## config.mk

```make
export PLATFORM = sky130hd
export DESIGN_NAME = bip_buffer_region_manager_flat
export DESIGN_NICKNAME = d
export VERILOG_FILES = /design/src/hdl/bbrm_pkg.sv /design/src/hdl/bbrm_if.sv /design/src/hdl/bbrm_core.sv /design/src/hdl/bip_buffer_region_manager.sv /design/src/flat_wrapper.sv
export SDC_FILE = /design/constraint.sdc
export NUM_CORES = 1
export LEC_CHECK = 0
export BUFFER_PORTS_ARGS = -buffer_cell sky130_fd_sc_hd__buf_4
export CORE_MARGIN = 2
export CORE_UTILIZATION = 41
export CTS_BUF_LIST = sky130_fd_sc_hd__clkbuf_4 sky130_fd_sc_hd__clkbuf_8 sky130_fd_sc_hd__clkbuf_16
export DETAILED_ROUTE_END_ITERATION = 8
export GPL_ROUTABILITY_DRIVEN = 0
export HOLD_SLACK_MARGIN = 0.1
export SLEW_MARGIN = 40
export SYNTH_ARGS = -nofsm -noshare
export SYNTH_HDL_FRONTEND = slang
export SYNTH_SLANG_ARGS = --single-unit
```

## constraint.sdc

```tcl
create_clock -name clk -period 9.2 [get_ports clk]
set_clock_uncertainty 0.2 [all_clocks]
set_input_delay 0 -clock clk [delete_from_list [all_inputs] [get_ports clk]]
set_output_delay 0 -clock clk [all_outputs]
set_load 0.1 [all_outputs]
```

## src/hdl/bbrm_pkg.sv

```systemverilog
// ----------------------------------------------------------------------------
// bbrm_pkg
// Shared widths, operation codes and payload structs for the bip buffer
// region manager.
// ----------------------------------------------------------------------------
`default_nettype none

package bbrm_pkg;

	// Field widths of the request and result beats
	localparam int MODE_W   = 3;
	localparam int AMT_W    = 17;
	localparam int CAP_W    = 17;
	localparam int OFS_W    = 18;
	localparam int LEN_W    = 17;
	localparam int TOTAL_W  = 32;

	// Default offset width; offsets are kept with one extra bit for the mirror
	localparam int BBRM_OFFSET_BITS = 17;

	// Capacity after reset
	localparam logic [CAP_W-1:0] CAP_RESET = CAP_W'(4096);

	// Operation codes; the two unused codes act as a no-op
	typedef enum logic [MODE_W-1:0] {
		MODE_RESERVE_ALL   = 3'd0,
		MODE_RESERVE_EXACT = 3'd1,
		MODE_COMMIT        = 3'd2,
		MODE_DECOMMIT      = 3'd3,
		MODE_READ_SUM      = 3'd4,
		MODE_RESET_REGIONS = 3'd5
	} mode_t;

	// One operation as held in the input stage
	typedef struct packed {
		logic [MODE_W-1:0] mode;
		logic [AMT_W-1:0]  amount;
		logic              clear_sum;
	} op_t;

	// One result beat
	typedef struct packed {
		logic               status;
		logic [OFS_W-1:0]   grant_offset;
		logic [LEN_W-1:0]   grant_length;
		logic               move_needed;
		logic [OFS_W-1:0]   move_from;
		logic [LEN_W-1:0]   committed_bytes;
		logic [TOTAL_W-1:0] commit_total;
		logic [OFS_W-1:0]   region_start;
	} res_t;

endpackage

`default_nettype wire

```

## src/hdl/bbrm_if.sv

```systemverilog
// ----------------------------------------------------------------------------
// bbrm_req_if / bbrm_rsp_if
// Valid/ready channels for operation requests and their results.
// ----------------------------------------------------------------------------
`default_nettype none

interface bbrm_req_if;
	import bbrm_pkg::*;

	logic              valid;
	logic              ready;
	logic [MODE_W-1:0] mode;
	logic [AMT_W-1:0]  amount;
	logic              clear_sum;

	modport source (output valid, output mode, output amount, output clear_sum,
		input ready);
	modport sink (input valid, input mode, input amount, input clear_sum,
		output ready);
endinterface

interface bbrm_rsp_if;
	import bbrm_pkg::*;

	logic               valid;
	logic               ready;
	logic               status;
	logic [OFS_W-1:0]   grant_offset;
	logic [LEN_W-1:0]   grant_length;
	logic               move_needed;
	logic [OFS_W-1:0]   move_from;
	logic [LEN_W-1:0]   committed_bytes;
	logic [TOTAL_W-1:0] commit_total;
	logic [OFS_W-1:0]   region_start;

	modport source (output valid, output status, output grant_offset,
		output grant_length, output move_needed, output move_from,
		output committed_bytes, output commit_total, output region_start,
		input ready);
	modport sink (input valid, input status, input grant_offset,
		input grant_length, input move_needed, input move_from,
		input committed_bytes, input commit_total, input region_start,
		output ready);
endinterface

`default_nettype wire

```

## src/hdl/bbrm_core.sv

```systemverilog
// ----------------------------------------------------------------------------
// bbrm_core
// Region state registers, capacity register and the single-pass operation
// logic that updates them and forms one result per operation.
// ----------------------------------------------------------------------------
`default_nettype none

module bbrm_core #(
	parameter int OFFSET_BITS = bbrm_pkg::BBRM_OFFSET_BITS
) (
	input  wire logic                     clk,
	input  wire logic                     arst_n,
	input  wire logic                     cfg_we,
	input  wire logic [bbrm_pkg::CAP_W-1:0] cfg_wdata,
	input  wire logic                     adv,
	input  wire bbrm_pkg::op_t            op,
	output bbrm_pkg::res_t                res
);
	import bbrm_pkg::*;

	// Offset width spans the mirror; compares run at the wider of offset/amount
	localparam int OW = OFFSET_BITS + 1;
	localparam int CW = (OW > AMT_W) ? OW : AMT_W;

	logic [CAP_W-1:0]   capacity_q;
	logic [OW-1:0]      region_begin_q, region_end_q, hold_begin_q, hold_end_q;
	logic [TOTAL_W-1:0] sum_q;

	logic [OW-1:0]      region_begin_n, region_end_n, hold_begin_n, hold_end_n;
	logic [TOTAL_W-1:0] sum_n, total;

	logic [CW-1:0]      cap_x, cap_max, want_x;
	logic [OW-1:0]      eff_cap, used, hold_sz, freesp, mirror, tail, want_o;
	logic               refuse, tail_short;
	logic [AMT_W-1:0]   commit_n, decommit_n;

	// Shared reserve terms
	always_comb begin
		cap_x   = CW'(capacity_q);
		cap_max = CW'(1) << (OFFSET_BITS - 1);
		eff_cap = OW'((cap_x > cap_max) ? cap_max : cap_x);
		used    = region_end_q - region_begin_q;
		hold_sz = hold_end_q - hold_begin_q;
		freesp  = (used > eff_cap) ? '0 : eff_cap - used;
		want_x  = (op.mode == MODE_RESERVE_ALL) ? CW'(freesp) : CW'(op.amount);
		want_o  = OW'(want_x);
		refuse  = (hold_sz != '0) || (freesp == '0) || (want_x == '0) ||
			(want_x > CW'(freesp));
		mirror  = eff_cap << 1;
		tail    = (region_end_q > mirror) ? '0 : mirror - region_end_q;
		tail_short = CW'(tail) < want_x;
	end

	// Commit is clipped to an open reservation, decommit to the region size
	always_comb begin
		commit_n = op.amount;
		if ((hold_sz != '0) && (CW'(op.amount) > CW'(hold_sz))) begin
			commit_n = AMT_W'(hold_sz);
		end
		decommit_n = (CW'(op.amount) >= CW'(used)) ? AMT_W'(used) : op.amount;
	end

	// Operation decode: next state and result fields
	always_comb begin
		region_begin_n = region_begin_q;
		region_end_n   = region_end_q;
		hold_begin_n   = hold_begin_q;
		hold_end_n     = hold_end_q;
		sum_n          = sum_q;
		res            = '0;
		case (op.mode)
			MODE_RESERVE_ALL, MODE_RESERVE_EXACT: begin
				if (refuse) begin
					res.status = 1'b1;
				end else begin
					if (used == '0) begin
						region_begin_n = '0;
						region_end_n   = '0;
					end else if (tail_short) begin
						res.move_needed = 1'b1;
						res.move_from   = OFS_W'(region_begin_q);
						region_begin_n  = '0;
						region_end_n    = used;
					end
					hold_begin_n     = region_end_n;
					hold_end_n       = region_end_n + want_o;
					res.grant_offset = OFS_W'(region_end_n);
					res.grant_length = LEN_W'(want_x);
				end
			end
			MODE_COMMIT: begin
				if (hold_sz != '0) begin
					region_end_n = hold_begin_q + OW'(commit_n);
				end
				hold_begin_n = '0;
				hold_end_n   = '0;
				sum_n        = sum_q + TOTAL_W'(commit_n);
			end
			MODE_DECOMMIT: begin
				region_begin_n   = region_begin_q + OW'(decommit_n);
				res.grant_length = decommit_n;
			end
			MODE_RESET_REGIONS: begin
				region_begin_n = '0;
				region_end_n   = '0;
				hold_begin_n   = '0;
				hold_end_n     = '0;
			end
			default: begin
			end
		endcase
		total = sum_n;
		if ((op.mode == MODE_READ_SUM) && op.clear_sum) begin
			sum_n = '0;
		end
		res.committed_bytes = LEN_W'(region_end_n - region_begin_n);
		res.commit_total    = total;
		res.region_start    = OFS_W'(region_begin_n);
	end

	// Capacity register
	always_ff @(posedge clk or negedge arst_n) begin
		if (!arst_n) begin
			capacity_q <= CAP_RESET;
		end else if (cfg_we) begin
			capacity_q <= cfg_wdata;
		end
	end

	// Region state, updated as each operation leaves the input stage
	always_ff @(posedge clk or negedge arst_n) begin
		if (!arst_n) begin
			region_begin_q <= '0;
			region_end_q   <= '0;
			hold_begin_q   <= '0;
			hold_end_q     <= '0;
			sum_q          <= '0;
		end else if (adv) begin
			region_begin_q <= region_begin_n;
			region_end_q   <= region_end_n;
			hold_begin_q   <= hold_begin_n;
			hold_end_q     <= hold_end_n;
			sum_q          <= sum_n;
		end
	end

endmodule

`default_nettype wire

```

## src/hdl/bip_buffer_region_manager.sv

```systemverilog
// ----------------------------------------------------------------------------
// bip_buffer_region_manager
// Offset manager for a single-region bip buffer kept in a mirror store.
// ----------------------------------------------------------------------------
// Usage:
//   req carries one operation per beat (mode, amount, clear_sum); rsp returns
//   exactly one result beat per operation, in order. Both are valid/ready.
//   cfg_we/cfg_wdata write the capacity register; write it only while no
//   operation is in flight.
// Path: an accepted operation waits in the input stage, then is loaded into
//   the result register and shown on rsp; a stall on rsp holds it in place.
// Throughput: one operation per cycle while rsp takes each result beat. The
//   region registers are read and written by one pass of compare/add logic
//   between the input stage and the result register, so back-to-back
//   operations see each other's updates.
// Reset: arst_n clears both stages, the regions, the reservation and the
//   commit sum, and sets the capacity to 4096.
// Stall: while rsp is held off, the result register keeps its beat and the
//   input stage can still take one more operation; after that req.ready drops
//   until the result beat is taken.
// ----------------------------------------------------------------------------
`default_nettype none

module bip_buffer_region_manager #(
	parameter int OFFSET_BITS = bbrm_pkg::BBRM_OFFSET_BITS
) (
	input  wire logic                       clk,
	input  wire logic                       arst_n,
	input  wire logic                       cfg_we,
	input  wire logic [bbrm_pkg::CAP_W-1:0] cfg_wdata,
	bbrm_req_if.sink                        req,
	bbrm_rsp_if.source                      rsp
);
	import bbrm_pkg::*;

	op_t  op_s1;
	logic vld_s1;
	res_t res_s2;
	logic vld_s2;
	res_t res_c;
	logic adv;

	// Input stage moves on when the result register is free or being drained
	assign adv       = vld_s1 && (!vld_s2 || rsp.ready);
	assign req.ready = !vld_s1 || adv;

	// Input stage
	always_ff @(posedge clk or negedge arst_n) begin
		if (!arst_n) begin
			vld_s1 <= 1'b0;
		end else if (req.ready) begin
			vld_s1 <= req.valid;
		end
	end

	always_ff @(posedge clk) begin
		if (req.valid && req.ready) begin
			op_s1.mode      <= req.mode;
			op_s1.amount    <= req.amount;
			op_s1.clear_sum <= req.clear_sum;
		end
	end

	bbrm_core #(
		.OFFSET_BITS(OFFSET_BITS)
	) u_core (
		.clk      (clk),
		.arst_n   (arst_n),
		.cfg_we   (cfg_we),
		.cfg_wdata(cfg_wdata),
		.adv      (adv),
		.op       (op_s1),
		.res      (res_c)
	);

	// Result register
	always_ff @(posedge clk or negedge arst_n) begin
		if (!arst_n) begin
			vld_s2 <= 1'b0;
		end else if (adv) begin
			vld_s2 <= 1'b1;
		end else if (rsp.ready) begin
			vld_s2 <= 1'b0;
		end
	end

	always_ff @(posedge clk) begin
		if (adv) begin
			res_s2 <= res_c;
		end
	end

	assign rsp.valid           = vld_s2;
	assign rsp.status          = res_s2.status;
	assign rsp.grant_offset    = res_s2.grant_offset;
	assign rsp.grant_length    = res_s2.grant_length;
	assign rsp.move_needed     = res_s2.move_needed;
	assign rsp.move_from       = res_s2.move_from;
	assign rsp.committed_bytes = res_s2.committed_bytes;
	assign rsp.commit_total    = res_s2.commit_total;
	assign rsp.region_start    = res_s2.region_start;

	// A refused reserve grants nothing and moves nothing
	a_refuse_empty: assert property (@(posedge clk) disable iff (!arst_n)
		rsp.valid && rsp.status |->
		(rsp.grant_offset == '0) && (rsp.grant_length == '0) && !rsp.move_needed)
		else $error("refused reserve carries a grant or move");

	// A move always relocates the region to offset 0
	a_move_to_zero: assert property (@(posedge clk) disable iff (!arst_n)
		rsp.valid && rsp.move_needed |-> !rsp.status && (rsp.region_start == '0))
		else $error("move reported without region at offset 0");

	// Both stages full and output stalled: no new request may be taken
	a_full_stall: assert property (@(posedge clk) disable iff (!arst_n)
		vld_s1 && vld_s2 && !rsp.ready |-> !req.ready)
		else $error("request accepted while pipeline is full");

	// A stalled operation must stay in the input stage, unchanged
	a_hold_stage: assert property (@(posedge clk) disable iff (!arst_n)
		vld_s1 && !adv |=> vld_s1 && $stable(op_s1))
		else $error("input stage lost or changed a stalled operation");

endmodule

`default_nettype wire

```

## src/flat_wrapper.sv

```systemverilog
// flat-port wrapper written by rule: the top's interface ports become plain ports
module bip_buffer_region_manager_flat import bbrm_pkg::*;
#(
	parameter int OFFSET_BITS = bbrm_pkg::BBRM_OFFSET_BITS
)
  (clk, arst_n, cfg_we, cfg_wdata, req_valid, req_mode, req_amount, req_clear_sum, req_ready, rsp_valid, rsp_status, rsp_grant_offset, rsp_grant_length, rsp_move_needed, rsp_move_from, rsp_committed_bytes, rsp_commit_total, rsp_region_start, rsp_ready);
  bbrm_req_if req_i ();
  bbrm_rsp_if rsp_i ();
  input  wire logic clk;
  input  wire logic arst_n;
  input  wire logic cfg_we;
  input  wire logic [bbrm_pkg::CAP_W-1:0] cfg_wdata;
  input wire logic [$bits(req_i.valid)-1:0] req_valid;
  input wire logic [$bits(req_i.mode)-1:0] req_mode;
  input wire logic [$bits(req_i.amount)-1:0] req_amount;
  input wire logic [$bits(req_i.clear_sum)-1:0] req_clear_sum;
  output wire logic [$bits(req_i.ready)-1:0] req_ready;
  output wire logic [$bits(rsp_i.valid)-1:0] rsp_valid;
  output wire logic [$bits(rsp_i.status)-1:0] rsp_status;
  output wire logic [$bits(rsp_i.grant_offset)-1:0] rsp_grant_offset;
  output wire logic [$bits(rsp_i.grant_length)-1:0] rsp_grant_length;
  output wire logic [$bits(rsp_i.move_needed)-1:0] rsp_move_needed;
  output wire logic [$bits(rsp_i.move_from)-1:0] rsp_move_from;
  output wire logic [$bits(rsp_i.committed_bytes)-1:0] rsp_committed_bytes;
  output wire logic [$bits(rsp_i.commit_total)-1:0] rsp_commit_total;
  output wire logic [$bits(rsp_i.region_start)-1:0] rsp_region_start;
  input wire logic [$bits(rsp_i.ready)-1:0] rsp_ready;
  assign req_i.valid = req_valid;
  assign req_i.mode = req_mode;
  assign req_i.amount = req_amount;
  assign req_i.clear_sum = req_clear_sum;
  assign req_ready = req_i.ready;
  assign rsp_valid = rsp_i.valid;
  assign rsp_status = rsp_i.status;
  assign rsp_grant_offset = rsp_i.grant_offset;
  assign rsp_grant_length = rsp_i.grant_length;
  assign rsp_move_needed = rsp_i.move_needed;
  assign rsp_move_from = rsp_i.move_from;
  assign rsp_committed_bytes = rsp_i.committed_bytes;
  assign rsp_commit_total = rsp_i.commit_total;
  assign rsp_region_start = rsp_i.region_start;
  assign rsp_i.ready = rsp_ready;
  bip_buffer_region_manager #(.OFFSET_BITS(OFFSET_BITS)) u_core (.clk(clk), .arst_n(arst_n), .cfg_we(cfg_we), .cfg_wdata(cfg_wdata), .req(req_i), .rsp(rsp_i));
endmodule
```

# Word level (Yosys, flattened, before mapping)
# Index checks and enable logic that the tools add are counted.
[totals] out_inout_bits=124 regBits=266 n_memories=0 latchBits=0 mem_bits_ro=0 word_cells=97 ramBits=0
[op_classes] n_div=0 shift=0 eq_ne=6 mux=30 mul=0 magnitude_cmp=7 bitwise=2 add_sub_neg=9 n_reduce_logical=24
[ops] op="18-bit 2-to-1 mux" count=14
[ops] op="18-bit one-hot mux with 3 select lines" count=2
[ops] op="18-bit one-hot mux with 2 select lines" count=2
[ops] op="32-bit 2-to-1 mux" count=2
[ops] op="18-bit zero test" count=3
[ops] op="18-bit subtractor" count=3
[ops] op="17-bit 2-to-1 mux" count=3
[ops] op="19-bit 2-to-1 mux" count=2
[ops] op="18-bit by 17-bit adder with 18-bit output" count=2
[ops] op="18-bit > comparator" count=2
[ops] op="36-bit 2-to-1 mux" count=1
[ops] op="17-bit one-hot mux with 2 select lines" count=1
[ops] op="32-bit by 17-bit adder with 32-bit output" count=1
[ops] op="18-bit adder" count=1
[ops] op="17-bit by 18-bit greater-or-equal comparator with 1-bit output" count=1
[ops] op="17-bit by 18-bit > comparator with 1-bit output" count=1
[ops] op="18-bit by 17-bit > comparator with 1-bit output" count=1
[ops] op="18-bit < comparator" count=1
[ops] op="18-bit nonzero test" count=1
[ops] op="17-bit by 18-bit subtractor with 18-bit output" count=1
[ops] op="17-bit > comparator (second input constant)" count=1
[ops] op="17-bit subtractor" count=1
[ops] op="3-bit by 2-bit == test with 1-bit output (second input constant)" count=2
[ops] op="3-bit == test (second input constant)" count=2
[ops] op="13 further kinds" count=27

# Logic depth before layout (Yosys ltp)
# Gate-level depths: netlist of run 1.
[logic_depth] depth_word=13 mapped_depth=57 depth_no_buf=53

# By module
# A second synthesis of run 1 with hierarchy kept.
[unflattened] cells_unflattened=2295 hier_area_um2=20862.5
[modules_own_cells] mod="bbrm_core" cells_per_inst=2144 n_inst=1 area_per_inst_um2=16464.5
[modules_own_cells] mod="bip_buffer_region_manager" cells_per_inst=151 n_inst=1 area_per_inst_um2=4398.0

# Worst setup path before layout of run 1
# No wires, ideal clock.
[synth_path] path_kind="reg-to-reg" startpoint="reg u_core.u_core.region_begin_q[1]" endpoint="reg u_core.res_s2 (netlist bit u_core.rsp.committed_bytes[16]) (data pin)" arrival_time_ns=9.481 slack_ns=-0.742 path_stages_with_launch=55 path_cell_list="dfrtp_1 inv_1 ha_1 nor2b_1 o31ai_1 a31oi_2 a21bo_2 o21a_1 nor2_1 xnor2_1 inv_1 ha_1 clkbuf_1 a21o_1 a21oi_1 nor2b_1 a211oi_1 and2_0 [19 not listed] buf_2 a22o_1 ha_1 fa_1 nor2b_1 o21ai_0 a21boi_0 o21ai_0 a21boi_0 o21ai_0 nand2b_1 a21o_1 nand2_1 a211o_1 o211a_1 o21ai_0 xor2_1 xnor2_1"
[synth_rtl] element="start, declared" line="bbrm_core.sv:26" source="logic [OW-1:0] region_begin_q, region_end_q, hold_begin_q, hold_end_q;"
[synth_rtl] element="start signal, assigned" line="bbrm_core.sv:139" source="region_begin_q <= region_begin_n;"
[synth_rtl] element="end signal, assigned" line="bip_buffer_region_manager.sv:89" source="res_s2 <= res_c;"
[synth_rtl] element="end, declared" line="bip_buffer_region_manager.sv:38" source="res_t res_s2;"

==> reports/metrics.cfg, run 1 <==
[detailed_routing]
route.detailed.drc = 0
via_per_inst = 5.606
vias = 19733
ant_nets = 0
drtIter0Drc = 1825
finalWirelength_microns = 74490
wire_per_inst_microns = 21.16
drt_first_pass_iters = 6

[final_layout]
final_common_cell = buf_4
most-common-layout-cells = buf_4 (537), ha_1 (192), nand2_1 (191)
nets = 3097
drive_gt1_share_pct = 28.79
design_area_sq_um = 28260
area_delta_synth_final_pct = 38.01

[timing]
slew_headroom_pct = 46.25
fin_ws_ns = -0.2598
slew_violations = 0
hold_viol_final = 0
period_share_pct = 102.8
fin_crit_ns = 9.460
rsz0062_at_grt = true
setup_viol = 2
max_freq_ghz = 0.1057
tightest_slew_ns = 0.7839

[yosys]
synthCells = 2211
ys_ff_latch = 266
synth_nets = 2479
avgSynthCellArea_sq_um = 9.261
syn_area_sq_um = 20480
synth_edf_count = 143
synth-async-reset-ratio_pct = 46.24
ys_warn_count = 0
synthFlopType = edfxtp_1
yosysSeqAreaShare_pct = 36.01
synth_cell_types = 90

[floorplan]
coreArea_sq_um = 49150
initial_core_util_pct = 41.66
num_io_pins = 167
die_y_microns = 227.5
dieArea_sq_um = 51740
fp-row-count = 81
fp.dieW_microns = 227.5

[critical_path]
required_ns = 9.31
cp-end-kind = register
cp_max_fo = 5
slowest_delay_ns = 0.41
slowest_stage = dfrtp_1
arrival_ns = 9.57
path_common_cell = a21o_1
critPathLaunchType = register
path_class = reg2reg

[clock_network]
cts_num_sinks = 266
clock_latency_ns = 0.56
h-tree-depth = 2
clk_pin_slew_ns = 0.06
cts_tree = done
numCtsBuffers = 34
cts_root_buf = clkbuf_16
cts.path.max_buffers = 3

[grt]
grt_max_degree = 77
grt_pass1_vias = 19365
antenna_found_initial = 0
grt_pass1_wl_microns = 110900
globalRoute.totalOverflow = 0
globalRouteTotalUtil_pct = 28.42

[hold_path]
hold_path.class = in2reg

[placed_design]
hpwl_microns = 56440
placed_cell_area_sq_um = 24850
port_buffers = 166

[status]
violations = setup timing
outcome = finished, violations left

[job]
drv_cap = 0

-- cells by family (layout without fill, tap and decap cells) --
kind of cell	count (synthesis)	in the layout	synth area share [%]
flops	266	266	36.01
buf+inv	255	898	4.950
other cells	0	1	0
compound gates	623	623	20.65
fa+ha+maj	226	226	14.13
simple gates	651	652	15.51
xor+xnor	124	124	5.304
mux	66	66	3.440
-- layout make-up --
cell class,count,area (sq um)
diodes,1,2.502
clock buffers,43,948.4
clock inverters,19,235.2
fillers,4321,20900
inverters,186,708.2
multi-input cells,1691,12960
flip-flops and latches,266,7373
well taps,664,830.8
repair buffers,650,5195
-- cells in the mapped netlist (all sizes together), types with 44 or more instances --
| library cell | number | area share [%] |
|---|---|---|
| inv | 186 | 3.4 |
| and2 | 44 | 1.3 |
| nand2 | 199 | 3.6 |
| ha | 216 | 13 |
| o21ai | 159 | 3.9 |
| a21oi | 127 | 3.1 |
| dfrtp | 122 | 15 |
| clkbuf | 48 | 0.88 |
| a21o | 97 | 3.6 |
| nor2 | 151 | 2.8 |
| edfxtp | 143 | 21 |
| xnor2 | 82 | 3.5 |
-- worst paths after layout --
| check | startpoint | to | slack (ns) | cells past startpoint |
|---|---|---|---|---|
| max | u_core.u_core.region_begin_q[1] | u_core.rsp.committed_bytes[16] | -0.26 | 51 |
| min | cfg_we | u_core.u_core.capacity_q[2] | 0.24 | 3 |
| max reg2reg | u_core.u_core.region_begin_q[1] | u_core.rsp.committed_bytes[16] | -0.26 | 51 |
| min reg2reg | u_core.u_core.hold_end_q[3] | u_core.u_core.hold_end_q[3] | 0.29 | 2 |
| max in group asynchronous | arst_n | u_core.u_core.hold_end_q[8] | 7.72 | 4 |
| min in group asynchronous | arst_n | u_core.u_core.capacity_q[12] | 0.39 | 3 |
-- flip-flops by register name, summed over array words and instances, names as in the netlist --
signal                        cells
u_core.rsp.region_start          18
u_core.rsp.grant_length          17
u_core.u_core.region_end_q       18
u_core.u_core.capacity_q         17
u_core.u_core.hold_end_q         18
u_core.op_s1                     21
u_core.rsp.move_needed            1
u_core.vld_s1                     1
u_core.rsp.committed_bytes       17
u_core.rsp.move_from             18
u_core.rsp.status                 1
u_core.u_core.region_begin_q     18
u_core.u_core.hold_begin_q       18
u_core.rsp.grant_offset          18
u_core.rsp.valid                  1
u_core.u_core.sum_q              32
u_core.rsp.commit_total          32
-- metrics by stage --
stage	setup TNS [ns]	cells	hold slack, ns	worst slack [ns]	utilization, %
6_report	-0.3584	3520	0.2363	-0.2598	57.49
5_1_grt	-3.048	3519	0.2633	-0.6881	57.49
4_1_cts	-0.05272	3501	0.1969	-0.05272	56.37
3_5_place_dp	-4.044	3301	-0.1642	-0.6275	50.56
3_3_place_gp	-2.394	3301	-0.04391	-0.4341	50.54
2_1_floorplan	-0.05890	2211	-0.4956	-0.05890	-
-- per-layer routing --
metal	vias to the layer above	share of wire, %	track usage [%]
li1	9226	-	-
met1	9479	42	37.64
met2	810	45	45.15
met3	218	7.8	4.685
met4	0	5.3	13.94
met5	-	0	0
-- what timing repair did --
item	in CTS	in global routing
pin swaps	66	57
setup endpoints to repair	15	18
hold buffers	101	0
buffers inserted	37	17
endpoints found under the hold margin	198	0
cloned	1	0
gates resized for setup	79	93
-- critical path: cells and delay by family, from the launching register on --
kind / cells / cell delay [ns]
buf+inv: 4 / 0.48
compound gates: 28 / 4.69
simple gates: 11 / 1.60
fa+ha+maj: 5 / 1.35
xor+xnor: 3 / 0.45
flops: 1 / 0.41
Power of run 1 is left out: the tool's default activity adds up to more than one toggle a clock period on the data nets, which glitch-free logic cannot reach.
==> run 2, diff against run 1 <==
--- a/config.mk
+++ b/config.mk
@@ -6,6 +6,7 @@
 export NUM_CORES = 1
 export LEC_CHECK = 0
 export BUFFER_PORTS_ARGS = -buffer_cell sky130_fd_sc_hd__buf_4
+export CORE_ASPECT_RATIO = 2
 export CORE_MARGIN = 2
 export CORE_UTILIZATION = 41
 export CTS_BUF_LIST = sky130_fd_sc_hd__clkbuf_4 sky130_fd_sc_hd__clkbuf_8 sky130_fd_sc_hd__clkbuf_16
@@ -15,4 +16,5 @@
 export SLEW_MARGIN = 40
 export SYNTH_ARGS = -nofsm -noshare
 export SYNTH_HDL_FRONTEND = slang
+export SYNTH_HIERARCHICAL = 1
 export SYNTH_SLANG_ARGS = --single-unit
==> run 2 against run 1 <==
  * The flow still finishes with violations (setup timing)
  * Critical path depth is 4 lower
  * Via count grew 11%
  * Sequential cell count is the same
  * Synthesized cell count up 3.8%
  * Global-route usage grew 4.1 points
==> reports/metrics.cfg, run 2 <==
[grt]
grt_pass1_wl_microns = 127400
grt_max_degree = 76
grt_pass1_vias = 22017
antenna_found_initial = 3
globalRoute.totalOverflow = 0
globalRouteTotalUtil_pct = 32.48

[clock_network]
clk_pin_slew_ns = 0.07
cts_tree = done
clock_latency_ns = 0.61
cts.path.max_buffers = 3
cts_num_sinks = 266
h-tree-depth = 1
cts_root_buf = clkbuf_16
numCtsBuffers = 26

[critical_path]
arrival_ns = 9.37
slowest_stage = or4_4
slowest_delay_ns = 0.54
required_ns = 9.33
path_common_cell = a21oi_2
path_class = reg2reg
worst-path-buf-inv = 9
cp-end-kind = register
cp_max_fo = 7
critPathLaunchType = register
rrSetupSlack_ns = -0.04
critPathTopFamily = compound AO/OA/AOI/OAI gates

[floorplan]
dieArea_sq_um = 52810
fp-row-count = 117
num_io_pins = 167
fp.dieW_microns = 163.5
die_y_microns = 323.0
initial_core_util_pct = 41.19
coreArea_sq_um = 50650

[timing]
slew_headroom_pct = 34.48
slew_violations = 0
setup_viol = 1
period_share_pct = 100.4
tightest_slew_ns = 0.9828
fin_crit_ns = 9.240
holdWs_ns = 0.1859
max_freq_ghz = 0.1082
rsz0062_at_grt = true
fin_ws_ns = -0.03993
hold_viol_final = 0

[final_layout]
post-route-util_pct = 59.47
fill_cells = 4416
most-common-layout-cells = buf_4 (733), nand2_1 (189), ha_1 (189)
area_delta_synth_final_pct = 44.38
drive_gt1_share_pct = 34.18
final_common_cell = buf_4
nets = 3371

[status]
violations = setup timing
outcome = finished, violations left

[detailed_routing]
finalWirelength_microns = 87490
via_per_inst = 5.782
ant_nets = 0
route.detailed.drc = 0
drtIter0Drc = 1739
wire_per_inst_microns = 23.15
vias = 21851
drt_first_pass_iters = 5

[yosys]
synth_area_leader_cell = edfxtp_1
synth_area_leaders = edfxtp_1 (21%), dfrtp_1 (15%), ha_1 (13%)
synth_edf_count = 143
netlist.area_leader.share_pct = 20.58
yosys-top-cells-count = ha_1 (217), nand2_1 (198), inv_1 (191)
ys_warn_count = 6
synthCells = 2295
syn_area_sq_um = 20860
synth_cell_types = 99
synth_nets = 2564
synth.most_common_cell = ha_1
ys_ff_latch = 266
avgSynthCellArea_sq_um = 9.090
synthFlopType = edfxtp_1
synth-async-reset-ratio_pct = 46.24
yosysSeqAreaShare_pct = 35.34

[hold_path]
hold_path.class = in2reg

[placed_design]
hpwl_microns = 65110
port_buffers = 166

[job]
drv_cap = 0

-- run 2: cell families (layout without fill, tap and decap cells) --
logic type	Yosys count	after routing	synth area share, %
compound gates	635	635	19.94
xor+xnor	119	119	5.032
fa+ha+maj	227	227	13.93
buf+inv	262	1089	4.924
flops	266	266	35.34
mux	71	71	3.580
other cells	0	3	0
simple gates	715	715	17.25
-- run 2: final timing paths --
path | startpoint | to | cells after the start
max | u_core/u_core/region_begin_q[5] | u_core/rsp.committed_bytes[16] | 47
min | cfg_we | u_core/u_core/capacity_q[0] | 3
max reg2reg | u_core/u_core/region_begin_q[5] | u_core/rsp.committed_bytes[16] | 47
min reg2reg | u_core/u_core/sum_q[30] | u_core/u_core/sum_q[30] | 1
max in group asynchronous | arst_n | u_core/u_core/capacity_q[14] | 4
min in group asynchronous | arst_n | u_core/u_core/hold_begin_q[17] | 4
-- run 2: metal layers --
| metal | wire (microns) | GRT usage (%) | share of wire, % | vias up |
|---|---|---|---|---|
| li1 | - | - | - | 9996 |
| met1 | 28750 | 32.46 | 33 | 10274 |
| met2 | 41760 | 56.16 | 48 | 1116 |
| met3 | 6054 | 5.565 | 6.9 | 461 |
| met4 | 10900 | 30.90 | 12 | 4 |
| met5 | 27 | 0 | 0.031 | - |
-- run 2: stage by stage --
step           instances  cell area, sq um  setup TNS, ns  setup WS [ns]
2_1_floorplan       2295             20910              0        0.03210
3_3_place_gp        3520             26280         -3.658        -0.7371
3_5_place_dp        3520             26280         -7.494         -1.011
4_1_cts             3755             29390              0       0.008725
5_1_grt             3776             30110         -2.466        -0.5139
6_report            3779             30120       -0.03993       -0.03993
-- run 2: tightest hold or removal path: cells and delay by family --
kind     cells  cell delay, ns
buf+inv      2            0.75
mux          1            0.18
-- run 2: final cells by class --
type | count | area, sq um | share of cell area (%)
Sequential cell | 266 | 7373 | 24.48
Inverter | 193 | 724.4 | 2.405
Multi-Input combinational cell | 1767 | 13570 | 45.06
Timing Repair Buffer | 848 | 6711 | 22.28
Clock buffer | 30 | 721.9 | 2.397
Tap cell | 654 | 818.3 | 2.717
Clock inverter | 18 | 191.4 | 0.6355
Antenna cell | 3 | 7.507 | 0.02492
-- run 2: what timing repair did --
item,4_1_cts,5_1_grt
hold buffers,101,0
setup buffers,87,28
pin swaps,66,73
endpoints found under the setup margin,17,18
gates resized for setup,121,135
endpoints found under the hold margin,207,0
Power of run 2 is left out for the same reason.
